File: src/design/qpe_pkg.sv
// ----------------------------------------------------------------------------
// Quoted-printable encoder package
// Shared types, character constants and character lookup functions.
// ----------------------------------------------------------------------------
package qpe_pkg;

	localparam int unsigned COL_W = 7;

	typedef logic [COL_W-1:0] col_t;

	typedef enum logic [1:0] {
		CLS_OTHER   = 2'd0,
		CLS_BLANK   = 2'd1,
		CLS_NEWLINE = 2'd2
	} cls_t;

	typedef enum logic [2:0] {
		BODY_NONE     = 3'd0,
		BODY_LIT      = 3'd1,
		BODY_ESC      = 3'd2,
		BODY_LF       = 3'd3,
		BODY_BLANK_LF = 3'd4,
		BODY_CLOSE    = 3'd5
	} body_t;

	typedef struct packed {
		logic [2:0] pfx_len;
		logic       pfx_esc;
		logic       brk1;
		body_t      body;
		logic [7:0] body_byte;
		logic       brk2;
	} cmd_t;

	localparam logic [7:0] CH_TAB = 8'h09;
	localparam logic [7:0] CH_LF  = 8'h0A;
	localparam logic [7:0] CH_CR  = 8'h0D;
	localparam logic [7:0] CH_SP  = 8'h20;
	localparam logic [7:0] CH_DOT = 8'h2E;
	localparam logic [7:0] CH_EQ  = 8'h3D;
	localparam logic [7:0] CH_F   = 8'h46;
	localparam logic [7:0] CH_DEL = 8'h7F;
	localparam logic [7:0] CH_CTL_END = 8'h20;

	localparam col_t LIMIT_RESET = 7'd72;

	function automatic logic [7:0] hex_char(input logic [3:0] n);
		hex_char = (n < 4'd10) ? (8'h30 + {4'h0, n}) : (8'h37 + {4'h0, n});
	endfunction

	function automatic logic [7:0] from_char(input logic [2:0] i);
		case (i)
			3'd0: from_char = 8'h46;
			3'd1: from_char = 8'h72;
			3'd2: from_char = 8'h6F;
			3'd3: from_char = 8'h6D;
			default: from_char = CH_SP;
		endcase
	endfunction

	function automatic logic [7:0] esc_from_char(input logic [2:0] i);
		case (i)
			3'd0: esc_from_char = CH_EQ;
			3'd1: esc_from_char = 8'h34;
			3'd2: esc_from_char = 8'h36;
			3'd3: esc_from_char = 8'h72;
			3'd4: esc_from_char = 8'h6F;
			default: esc_from_char = 8'h6D;
		endcase
	endfunction

	function automatic logic [7:0] break_char(input logic [1:0] j);
		case (j)
			2'd0: break_char = CH_EQ;
			2'd1: break_char = CH_CR;
			default: break_char = CH_LF;
		endcase
	endfunction

	function automatic logic [1:0] body_len(input body_t k);
		case (k)
			BODY_NONE: body_len = 2'd0;
			BODY_LIT, BODY_LF: body_len = 2'd1;
			default: body_len = 2'd3;
		endcase
	endfunction

	function automatic logic [7:0] body_char(input body_t k, input logic [7:0] b,
			input logic [1:0] j);
		case (k)
			BODY_LIT: body_char = b;
			BODY_LF: body_char = CH_LF;
			BODY_ESC: begin
				case (j)
					2'd0: body_char = CH_EQ;
					2'd1: body_char = hex_char(b[7:4]);
					default: body_char = hex_char(b[3:0]);
				endcase
			end
			BODY_BLANK_LF: body_char = (j == 2'd0) ? CH_EQ : CH_LF;
			BODY_CLOSE: body_char = break_char(j);
			default: body_char = b;
		endcase
	endfunction

endpackage

File: src/design/qpe_in_if.sv
// ----------------------------------------------------------------------------
// Quoted-printable encoder input channel
// Carries one raw message byte or an end mark per request.
// ----------------------------------------------------------------------------
interface qpe_in_if;
	logic       valid;
	logic       ready;
	logic [7:0] data_byte;
	logic       end_of_message;

	modport source(output valid, output data_byte, output end_of_message, input ready);
	modport sink(input valid, input data_byte, input end_of_message, output ready);
endinterface

File: src/design/qpe_out_if.sv
// ----------------------------------------------------------------------------
// Quoted-printable encoder output channel
// Carries one encoded character per request.
// ----------------------------------------------------------------------------
interface qpe_out_if;
	logic       valid;
	logic       ready;
	logic [7:0] out_byte;
	logic       last;

	modport source(output valid, output out_byte, output last, input ready);
	modport sink(input valid, input out_byte, input last, output ready);
endinterface

File: src/design/qpe_front.sv
// ----------------------------------------------------------------------------
// Quoted-printable encoder front end
// Accepts input requests, tracks line state and classifies each byte into a
// compact output command for the back end.
// ----------------------------------------------------------------------------
module qpe_front (
	input  logic          clk,
	input  logic          arst_n,
	qpe_in_if.sink        data_ch,
	input  logic          cfg_wr_en,
	input  logic [6:0]    cfg_wr_data,
	input  logic          q_full,
	output logic          q_push,
	output qpe_pkg::cmd_t q_cmd
);

	qpe_pkg::col_t limit_q;
	qpe_pkg::col_t col_q;
	qpe_pkg::cls_t cls_q;
	logic [2:0]    prog_q;

	qpe_pkg::col_t col_nx;
	qpe_pkg::cls_t cls_nx;
	logic [2:0]    prog_nx;
	qpe_pkg::cmd_t cmd;
	logic          accept;

	assign data_ch.ready = !q_full;
	assign accept = data_ch.valid && data_ch.ready;
	assign q_cmd = cmd;
	assign q_push = accept && ((cmd.pfx_len != 3'd0) || (cmd.body != qpe_pkg::BODY_NONE));

	always_comb begin
		logic [7:0]    c;
		logic [2:0]    p;
		logic          in_prog;
		logic          do_enc;
		logic          esc;
		logic [7:0]    sum;
		qpe_pkg::col_t col1;
		qpe_pkg::cls_t cls1;
		c = data_ch.data_byte;
		p = prog_q;
		in_prog = (p >= 3'd1) && (p <= 3'd4);
		do_enc = 1'b0;
		esc = 1'b0;
		sum = 8'd0;
		col1 = col_q;
		cls1 = cls_q;
		cmd = '0;
		cmd.body = qpe_pkg::BODY_NONE;
		cmd.body_byte = c;
		prog_nx = 3'd0;
		col_nx = col_q;
		cls_nx = cls_q;

		if (data_ch.end_of_message) begin
			if (in_prog) begin
				cmd.pfx_len = p;
				sum = {1'b0, col_q} + {5'd0, p};
				if (sum > {1'b0, limit_q}) begin
					cmd.brk1 = 1'b1;
					col1 = '0;
				end else begin
					col1 = sum[6:0];
				end
			end
			if (col1 != '0) begin
				cmd.body = qpe_pkg::BODY_CLOSE;
			end
			col_nx = '0;
			cls_nx = qpe_pkg::CLS_OTHER;
		end else if (in_prog && (c == qpe_pkg::from_char(p)) && (p != 3'd4)) begin
			prog_nx = p + 3'd1;
		end else begin
			if (in_prog) begin
				if (c == qpe_pkg::from_char(p)) begin
					cmd.pfx_len = 3'd6;
					cmd.pfx_esc = 1'b1;
					sum = {1'b0, col_q} + 8'd6;
				end else begin
					cmd.pfx_len = p;
					sum = {1'b0, col_q} + {5'd0, p};
				end
				if (sum > {1'b0, limit_q}) begin
					cmd.brk1 = 1'b1;
					col1 = '0;
					cls1 = qpe_pkg::CLS_NEWLINE;
				end else begin
					col1 = sum[6:0];
					cls1 = qpe_pkg::CLS_OTHER;
				end
			end
			do_enc = 1'b1;
		end

		if (do_enc) begin
			col_nx = col1;
			cls_nx = cls1;
			esc = ((c < qpe_pkg::CH_CTL_END) && (c != qpe_pkg::CH_LF) && (c != qpe_pkg::CH_TAB))
				|| (c == qpe_pkg::CH_EQ) || (c >= qpe_pkg::CH_DEL)
				|| ((col1 == '0) && (c == qpe_pkg::CH_DOT));
			if (esc || !((c == qpe_pkg::CH_LF)
					|| ((c == qpe_pkg::CH_F) && (cls1 == qpe_pkg::CLS_NEWLINE)))) begin
				if (esc) begin
					cmd.body = qpe_pkg::BODY_ESC;
					sum = {1'b0, col1} + 8'd3;
					cls_nx = qpe_pkg::CLS_OTHER;
				end else begin
					cmd.body = qpe_pkg::BODY_LIT;
					sum = {1'b0, col1} + 8'd1;
					cls_nx = ((c == qpe_pkg::CH_SP) || (c == qpe_pkg::CH_TAB)) ?
						qpe_pkg::CLS_BLANK : qpe_pkg::CLS_OTHER;
				end
				if (sum > {1'b0, limit_q}) begin
					cmd.brk2 = 1'b1;
					col_nx = '0;
					cls_nx = qpe_pkg::CLS_NEWLINE;
				end else begin
					col_nx = sum[6:0];
				end
			end else if (c == qpe_pkg::CH_LF) begin
				cmd.body = (cls1 == qpe_pkg::CLS_BLANK) ?
					qpe_pkg::BODY_BLANK_LF : qpe_pkg::BODY_LF;
				col_nx = '0;
				cls_nx = qpe_pkg::CLS_NEWLINE;
			end else begin
				prog_nx = 3'd1;
			end
		end
	end

	always_ff @(posedge clk or negedge arst_n) begin
		if (!arst_n) begin
			limit_q <= qpe_pkg::LIMIT_RESET;
			col_q <= '0;
			cls_q <= qpe_pkg::CLS_OTHER;
			prog_q <= 3'd0;
		end else begin
			if (cfg_wr_en) begin
				limit_q <= cfg_wr_data;
			end
			if (accept) begin
				col_q <= col_nx;
				cls_q <= cls_nx;
				prog_q <= prog_nx;
			end
		end
	end

endmodule

File: src/design/qpe_fifo.sv
// ----------------------------------------------------------------------------
// Quoted-printable encoder command queue
// Small first-in first-out store of commands between front and back end.
// ----------------------------------------------------------------------------
module qpe_fifo #(
	parameter int unsigned DEPTH = 2
) (
	input  logic          clk,
	input  logic          arst_n,
	input  logic          push,
	input  qpe_pkg::cmd_t push_cmd,
	output logic          full,
	input  logic          pop,
	output logic          empty,
	output qpe_pkg::cmd_t head_cmd
);

	localparam int unsigned PW = (DEPTH > 1) ? $clog2(DEPTH) : 1;
	localparam int unsigned CW = $clog2(DEPTH + 1);

	qpe_pkg::cmd_t mem_q [DEPTH];
	logic [PW-1:0] wr_q;
	logic [PW-1:0] rd_q;
	logic [CW-1:0] cnt_q;
	logic          do_push;
	logic          do_pop;

	assign full = (cnt_q == CW'(DEPTH));
	assign empty = (cnt_q == '0);
	assign do_push = push && !full;
	assign do_pop = pop && !empty;
	assign head_cmd = mem_q[rd_q];

	always_ff @(posedge clk) begin
		if (do_push) begin
			mem_q[wr_q] <= push_cmd;
		end
	end

	always_ff @(posedge clk or negedge arst_n) begin
		if (!arst_n) begin
			wr_q <= '0;
			rd_q <= '0;
			cnt_q <= '0;
		end else begin
			if (do_push) begin
				wr_q <= (wr_q == PW'(DEPTH - 1)) ? '0 : wr_q + 1'b1;
			end
			if (do_pop) begin
				rd_q <= (rd_q == PW'(DEPTH - 1)) ? '0 : rd_q + 1'b1;
			end
			if (do_push && !do_pop) begin
				cnt_q <= cnt_q + 1'b1;
			end else if (do_pop && !do_push) begin
				cnt_q <= cnt_q - 1'b1;
			end
		end
	end

endmodule

File: src/design/qpe_back.sv
// ----------------------------------------------------------------------------
// Quoted-printable encoder back end
// Expands each queued command into its characters, one per cycle while the
// output is not stalled, into a registered output stage.
// ----------------------------------------------------------------------------
module qpe_back (
	input  logic          clk,
	input  logic          arst_n,
	input  logic          q_empty,
	input  qpe_pkg::cmd_t q_head,
	output logic          q_pop,
	qpe_out_if.source     text_ch
);

	logic [3:0] idx_q;
	logic       ov_q;
	logic [7:0] ob_q;
	logic       ol_q;

	logic [3:0] b_end;
	logic [3:0] c_end;
	logic [3:0] total;
	logic [3:0] rel;
	logic [7:0] ch;
	logic       is_last;
	logic       load;

	assign b_end = {1'b0, q_head.pfx_len} + (q_head.brk1 ? 4'd3 : 4'd0);
	assign c_end = b_end + {2'b00, qpe_pkg::body_len(q_head.body)};
	assign total = c_end + (q_head.brk2 ? 4'd3 : 4'd0);
	assign is_last = (idx_q == total - 4'd1);
	assign load = !q_empty && (!ov_q || text_ch.ready);
	assign q_pop = load && is_last;

	always_comb begin
		rel = 4'd0;
		if (idx_q < {1'b0, q_head.pfx_len}) begin
			ch = q_head.pfx_esc ? qpe_pkg::esc_from_char(idx_q[2:0])
				: qpe_pkg::from_char(idx_q[2:0]);
		end else if (idx_q < b_end) begin
			rel = idx_q - {1'b0, q_head.pfx_len};
			ch = qpe_pkg::break_char(rel[1:0]);
		end else if (idx_q < c_end) begin
			rel = idx_q - b_end;
			ch = qpe_pkg::body_char(q_head.body, q_head.body_byte, rel[1:0]);
		end else begin
			rel = idx_q - c_end;
			ch = qpe_pkg::break_char(rel[1:0]);
		end
	end

	always_ff @(posedge clk or negedge arst_n) begin
		if (!arst_n) begin
			idx_q <= 4'd0;
			ov_q <= 1'b0;
		end else begin
			if (load) begin
				ov_q <= 1'b1;
				idx_q <= is_last ? 4'd0 : idx_q + 4'd1;
			end else if (text_ch.ready) begin
				ov_q <= 1'b0;
			end
		end
	end

	always_ff @(posedge clk) begin
		if (load) begin
			ob_q <= ch;
			ol_q <= is_last;
		end
	end

	assign text_ch.valid = ov_q;
	assign text_ch.out_byte = ob_q;
	assign text_ch.last = ol_q;

endmodule

File: src/design/quoted_printable_encoder.sv
// ----------------------------------------------------------------------------
// Quoted-printable encoder
// Turns a raw byte stream into quoted-printable text, one character per
// output request, with soft line breaks past a programmable column limit.
// ----------------------------------------------------------------------------
//  Channel   Direction  Payload                        Per request
//  data_ch   in         data_byte[7:0], end_of_message one byte or end mark
//  text_ch   out        out_byte[7:0], last            one text character
//  cfg_wr_*  in         cfg_wr_data[6:0]               line_limit write
//
// The front end takes one input request per cycle while the command queue
// has room. The back end spends one cycle per output character while the
// output is not stalled; this output loop sets the throughput. Bytes that
// produce no text push no command to the back end.
// Reset clears line state and the queue and sets line_limit to 72.
// Each side stalls independently through the queue and the output register.
// ----------------------------------------------------------------------------
module quoted_printable_encoder #(
	parameter int unsigned QUEUE_DEPTH = 2
) (
	input  logic       clk,
	input  logic       arst_n,
	qpe_in_if.sink     data_ch,
	qpe_out_if.source  text_ch,
	input  logic       cfg_wr_en,
	input  logic [6:0] cfg_wr_data
);

	logic          q_push;
	logic          q_full;
	logic          q_pop;
	logic          q_empty;
	qpe_pkg::cmd_t q_in;
	qpe_pkg::cmd_t q_head;

	qpe_front u_front (
		.clk        (clk),
		.arst_n     (arst_n),
		.data_ch    (data_ch),
		.cfg_wr_en  (cfg_wr_en),
		.cfg_wr_data(cfg_wr_data),
		.q_full     (q_full),
		.q_push     (q_push),
		.q_cmd      (q_in)
	);

	qpe_fifo #(
		.DEPTH(QUEUE_DEPTH)
	) u_fifo (
		.clk     (clk),
		.arst_n  (arst_n),
		.push    (q_push),
		.push_cmd(q_in),
		.full    (q_full),
		.pop     (q_pop),
		.empty   (q_empty),
		.head_cmd(q_head)
	);

	qpe_back u_back (
		.clk    (clk),
		.arst_n (arst_n),
		.q_empty(q_empty),
		.q_head (q_head),
		.q_pop  (q_pop),
		.text_ch(text_ch)
	);

endmodule

File: src/flat_wrapper.sv
// flat-port wrapper written by rule: the top's interface ports become plain ports
module quoted_printable_encoder_flat 
#(
	parameter int unsigned QUEUE_DEPTH = 2
)
  (clk, arst_n, cfg_wr_en, cfg_wr_data, data_ch_valid, data_ch_data_byte, data_ch_end_of_message, data_ch_ready, text_ch_valid, text_ch_out_byte, text_ch_last, text_ch_ready);
  qpe_in_if data_ch_i ();
  qpe_out_if text_ch_i ();
  input  logic clk;
  input  logic arst_n;
  input  logic cfg_wr_en;
  input  logic [6:0] cfg_wr_data;
  input wire logic [$bits(data_ch_i.valid)-1:0] data_ch_valid;
  input wire logic [$bits(data_ch_i.data_byte)-1:0] data_ch_data_byte;
  input wire logic [$bits(data_ch_i.end_of_message)-1:0] data_ch_end_of_message;
  output wire logic [$bits(data_ch_i.ready)-1:0] data_ch_ready;
  output wire logic [$bits(text_ch_i.valid)-1:0] text_ch_valid;
  output wire logic [$bits(text_ch_i.out_byte)-1:0] text_ch_out_byte;
  output wire logic [$bits(text_ch_i.last)-1:0] text_ch_last;
  input wire logic [$bits(text_ch_i.ready)-1:0] text_ch_ready;
  assign data_ch_i.valid = data_ch_valid;
  assign data_ch_i.data_byte = data_ch_data_byte;
  assign data_ch_i.end_of_message = data_ch_end_of_message;
  assign data_ch_ready = data_ch_i.ready;
  assign text_ch_valid = text_ch_i.valid;
  assign text_ch_out_byte = text_ch_i.out_byte;
  assign text_ch_last = text_ch_i.last;
  assign text_ch_i.ready = text_ch_ready;
  quoted_printable_encoder #(.QUEUE_DEPTH(QUEUE_DEPTH)) u_core (.clk(clk), .arst_n(arst_n), .data_ch(data_ch_i), .text_ch(text_ch_i), .cfg_wr_en(cfg_wr_en), .cfg_wr_data(cfg_wr_data));
endmodule
File: config.mk
export PLATFORM = sky130hd
export DESIGN_NAME = quoted_printable_encoder_flat
export DESIGN_NICKNAME = d
export VERILOG_FILES = /design/src/design/qpe_pkg.sv /design/src/design/qpe_in_if.sv /design/src/design/qpe_out_if.sv /design/src/design/qpe_front.sv /design/src/design/qpe_fifo.sv /design/src/design/qpe_back.sv /design/src/design/quoted_printable_encoder.sv /design/src/flat_wrapper.sv
export SDC_FILE = /design/constraint.sdc
export NUM_CORES = 1
export LEC_CHECK = 0
export ABC_AREA = 1
export BUFFER_PORTS_ARGS = -buffer_cell sky130_fd_sc_hd__buf_4
export CAP_MARGIN = 30
export CORE_AREA = 5 5 122 124
export CTS_CLUSTER_SIZE = 28
export DETAILED_ROUTE_END_ITERATION = 8
export DIE_AREA = 0 0 127 129
export GPL_ROUTABILITY_DRIVEN = 1
export PLACE_DENSITY = 0.65
export SKIP_LAST_GASP = 1
export SLEW_MARGIN = 15
export SYNTH_ARGS = -nofsm -noshare
export SYNTH_HDL_FRONTEND = slang
export SYNTH_SLANG_ARGS = --single-unit
File: constraint.sdc
create_clock -name clk -period 7.5 [get_ports clk]
set_clock_uncertainty 0.05 [all_clocks]
set_input_delay 1.875 -clock clk [delete_from_list [all_inputs] [get_ports clk]]
set_output_delay 1.875 -clock clk [all_outputs]
set_load 0.005 [all_outputs]
## Word-level counts from Yosys, hierarchy flattened

Memory sizes are Yosys's and may differ from the RTL's.
Cells that the tools add are included.

- Register bits: 37
- Bits in writable memories: 34
- Input bits: 21
- Logic and storage cells: 209
- Memories: 1

Memories:

| memory | depth | width | read ports | clocked after memory_dff | write ports | RTL line | RTL |
|---|---|---|---|---|---|---|---|
| u_core.u_fifo.mem_q | 2 | 17 | 1 | 0 | 1 | qpe_fifo.sv:21 | `qpe_pkg::cmd_t mem_q [DEPTH];` |

- $add $sub $neg: 21
- Magnitude comparators: 12
- Equal/unequal tests: 30
- Multiplexer cells: 89
- Reductions and logical operators: 45

Operators with widths:

| operator | number |
|---|---|
| 2-to-1 mux 8 bit | 15 |
| 2-to-1 mux 7 bit | 14 |
| one-hot mux 7 bit (4 select lines) | 2 |
| 2-to-1 mux 3 bit | 14 |
| one-hot mux 6 bit (2 select lines) | 3 |
| one-hot mux 7 bit (5 select lines) | 1 |
| one-hot mux 8 bit (4 select lines) | 1 |
| adder 6 x 4 -> 7 bit (first input constant) | 4 |
| 2-to-1 mux 2 bit | 14 |
| == test 8 x 6 -> 1 bit (second input constant) | 3 |
| greater-than comparator 8 x 7 -> 1 bit | 3 |
| 2-to-1 mux 1 bit | 19 |
| == test 3 x 2 -> 1 bit (second input constant) | 6 |
| == test 8 x 4 -> 1 bit (second input constant) | 2 |
| == test 8 bit | 2 |
| != test 8 x 4 -> 1 bit (second input constant) | 2 |
| logical AND 1 bit | 15 |
| one-hot mux 7 bit (2 select lines) | 1 |
| 2-to-1 mux 5 bit | 2 |
| == test 3 x 1 -> 1 bit (second input constant) | 3 |
| == test 3 bit (second input constant) | 3 |
| zero test 3 bit | 3 |
| adder 4 x 2 -> 4 bit | 2 |
| adder 7 x 1 -> 8 bit (second input constant) | 1 |
| 35 further kinds | 62 |

## Depth between registers and ports, before layout

- Depth after elaboration: 33
- Depth in mapped cells: 48
- Gate-level depth less buffers: 47

## By module

From an unflattened synthesis, not the netlist that was laid out.

- Cells, all modules: 878
- Area total of the unflattened synthesis: 6478.7 sq um

Modules (own cells, without submodules):

| module | instances | cells each | area each (sq um) | seq. area each (sq um) |
|---|---|---|---|---|
| qpe_front | 1 | 475 | 3030.4 | 478.0 |
| qpe_back | 1 | 283 | 1974.4 | 395.4 |
| qpe_fifo | 1 | 120 | 1473.9 | 1121.1 |

## Worst setup path after synthesis

No wires, ideal clock.

- Kind: in2reg
- From: in data_ch_data_byte[4]
- To: mem u_core.u_fifo.mem_q[0][0] (netlist name) (data pin)
- Setup time: 172 ps
- Arrival: 5940 ps
- Required time: 7278 ps
- Setup slack: 1337 ps
- Stages on the path: 38
- Path buffers: 1
- Cells stage by stage: inv_1 > nand3_1 > nand2_1 > nand3b_2 > nor2_4 > buf_6 > nand2_4 > nand2_1 > nand2_1 > ha_1 > a21oi_1 > nand2_1 > a21oi_1 > nand2_1 > nand2_1 > nand2_1 > nand2_1 > nand2_1 > [2 not listed] > a21oi_4 > nor2_1 > nand3_2 > nand2_1 > fa_1 > inv_1 > nor2_1 > nand2_1 > xor2_1 > inv_1 > ha_1 > nand2_1 > a21o_1 > a21boi_0 > o32ai_1 > nand2_2 > inv_2 > nor3_1

RTL lines:

| what | RTL line | RTL |
|---|---|---|
| start: declaration | flat_wrapper.sv:14 | `input wire logic [$bits(data_ch_i.data_byte)-1:0] data_ch_data_byte;` |
| end: declaration | qpe_fifo.sv:21 |  |

==> results.md <==
* CTS Root Cell: clkbuf_16
* Pwr dens at 516 nW/um2
* Leakage power of the design at 3.28 nW
* DRC Markers at 0
* Reg area at 1990 um2
* Endpoints failing setup at 0
* Hold buffers post-CTS at 0
* Unrepaired setup endpoints after global routing: no
* Main synth FF type: edfxtp_1
* Via density per instance at 5.19
* Final worst slack at 0.716 ns
* VDD IR-drop max at 242 uV
* Crit end category: flip-flop
* Synthesized area per cell at 7.69 um2
* Largest net degree at the start of global routing at 29
* Worst setup path class: in -> reg
* Final WL at 14,500 um
* First drt pass iteration count at 5
* GPL Wtd Cong at 0.925
* Hpwl dp at 11,500 um
* DR WL/cell at 14.6 um
* TritonCTS Buffers at 9
* Max cap viols at 0
* Via Count at 5,140
* Total GRT Usage at 0.184
* First-pass GRT wire length at 24,000 um
* Highest clock rate at 147 MHz
* Outcome: finished, final reports clean
* Min Tclk post-route at 6.78 ns
* Row cnt at 43
* FF-to-FF path depth at 39
* Most used cell, CP: nand2_1
* CP required at 7.53 ns
* Port Buf Inserts at 31
* Crit-path max FO at 11
* Synth cell types at 55
* Crit-path slowest cell: nor3_1
* Post-CTS Setup Bufs at 0
* ANT nets after route at 0
* Worst hold path depth at 2
* H-Tree Depth at 3
* Relative slew slack at 0.549
* Synthesized Nets at 859
* Die height at 129 um
* Nets at 890
* Initial Util at 0.437
* Hold Crit Class: reg -> reg
* TNS Setup at 0 ns
* Vias in the first global route at 4,977
* Max Buffers Root-to-Sink at 2
* Synth Cell Area at 5970 um2
* Area Overhead vs Synth at 11.4%
* Core area at 13,700 um2
* CTS-repair resized insts at 0
* Mapped Cells at 776
* Synth warn at 0
* Layout cells sized above 1 at 0.112
* Ant diodes at 0
* DR iter-0 viols at 314
* Fin crit share at 0.904
* Critical Path AT at 6.81 ns
* Multi-input combinational cell area at 3460 um2
* Ports at 32
* Measured slew at the worst slew-check pin at 0.676 ns
* Gr ovfl total at 0
* CTS tree: done
* Clk Latency, worst-skew pair at 0.34 ns
* Worst-path clk slew at 0.05 ns
* Sink Count at 71
* DP Worst Slack at 0.488 ns
* Ys async rst share at 0.394
* Antenna violations before repair at 0
* Slew Limit Fails at 0
* Register area share after synthesis at 0.334
* Hold Fails Final Rpt at 0
* Die area at 16,400 um2
* FF+latch count, synth at 71
* Fillcell total at 1,355
* Die width at 127 um
* EDFF count, synth at 43
* CP Launch Type: input port
* Critical Path Max Stage Delay at 0.38 ns
worst paths after layout:
path / start / end / slack [ns]
max: data_ch_data_byte[4] / u_core.u_fifo.mem_q[1][0]$_DFFE_PP_ / 0.72
min: u_core.u_fifo.wr_q$_DFFE_PN0P_ / u_core.u_fifo.wr_q$_DFFE_PN0P_ / 0.42
min reg2reg: u_core.u_fifo.wr_q$_DFFE_PN0P_ / u_core.u_fifo.wr_q$_DFFE_PN0P_ / 0.42
max reg2reg: u_core.u_front.prog_q[1]$_DFFE_PN0P_ / u_core.u_fifo.mem_q[1][0]$_DFFE_PP_ / 1.36
max in group asynchronous: arst_n / u_core.u_front.limit_q[6]$_DFFE_PN1P_ / 5.67
min in group asynchronous: arst_n / u_core.u_back.idx_q[1]$_DFFE_PN0P_ / 1.40
routing by layer:
layer | global-route usage | wire (um) | up-vias
li1 | - | - | 2637
met1 | 0.224 | 6320 | 2353
met2 | 0.323 | 7210 | 126
met3 | 0.0365 | 599 | 24
met4 | 0.0707 | 332 | 0
met5 | 0 | 0 | -
cells by family (layout without fill, tap and decap cells):
group | after synthesis | after routing | share of synthesized area
compound gates | 118 | 118 | 0.118
xor+xnor | 28 | 28 | 0.0423
simple gates | 361 | 361 | 0.270
buf+inv | 130 | 165 | 0.0857
flops | 71 | 71 | 0.334
mux | 6 | 6 | 0.0103
fa+ha+maj | 62 | 62 | 0.140
layout make-up:
class,count,area share
Multi-Input combinational cell,575,0.521
Sequential cell,71,0.300
Inverter,117,0.0664
Timing Repair Buffer,33,0.0372
Clock buffer,10,0.0344
Tap cell,180,0.0339
Clock inverter,5,0.00752
metrics by stage:
stage | total power, W | hold WS, ns | util | area (um2) | instances
floorplan | 0.00248 | 0.392 | - | 5970 | 776
CTS | 0.00344 | 0.426 | 0.487 | 6650 | 991
finish | 0.00343 | 0.422 | 0.487 | 6650 | 991
global route | 0.00384 | 0.464 | 0.487 | 6650 | 991
detailed placement | 0.00302 | 0.414 | 0.466 | 6370 | 976
global placement | 0.00300 | 0.411 | 0.466 | 6370 | 976
Yosys cell counts (all sizes together) (6+ instances only):
cell type	number	area [um2]
buf	6	43.8
edfxtp	43	1290
nor2	51	221
xnor2	9	78.8
fa	8	160
ha	54	676
o31ai	6	45.0
a21oi	30	173
dfrtp	26	651
nand4	10	62.6
nand3	67	360
nand2	208	811
o21ai	53	269
clkbuf	7	26.3
xor2	19	174
or2	8	50.1
nor3	7	35.0
inv	114	430
nor4	6	37.5
cells in the final DEF, fill, tap and decap left out, drive strengths merged, types with 3 or more instances in the layout:
cell type and count:
ha 54, clkinv 6, nand4 10, fa 8
a21boi 3, xor2 19, nand3 67, clkbuf 10
a31oi 5, dfrtp 26, o22ai 5, or2 8
xnor2 9, nand2 208, nor3 7, nor4 6
edfxtp 43, buf 33, inv 114, o21bai 3
nor2 51, mux2i 5, a21oi 30, o31ai 6
o21ai 53
registers in the layout, summed over array words and instances (netlist names):
name / cells
u_core.u_fifo.mem_q: 34
u_core.u_back.text_ch.out_byte: 8
u_core.u_front.col_q: 7
u_core.u_front.limit_q: 7
u_core.u_back.idx_q: 4
u_core.u_front.prog_q: 3
u_core.u_fifo.cnt_q: 2
u_core.u_front.cls_q: 2
u_core.u_back.text_ch.last: 1
u_core.u_back.text_ch.valid: 1
u_core.u_fifo.rd_q: 1
u_core.u_fifo.wr_q: 1
worst max-delay path, delay by kind of cell:
family	cells	cell delay, ns
AOI/OAI and AO/OA	4	0.52
xor gates and xnor gates	1	0.16
adders and majority gates	3	0.86
buffers and inverters	4	0.34
and+or+nand+nor	26	3.04
report_power, final:
| group | switching (W) | total (W) | internal (W) |
|---|---|---|---|
| clock network | 0.000154 | 0.000407 | 0.000252 |
| registers | 0.0000999 | 0.000697 | 0.000597 |
| logic | 0.00144 | 0.00233 | 0.000896 |
Note: power is estimated with default switching activity, not from simulation.
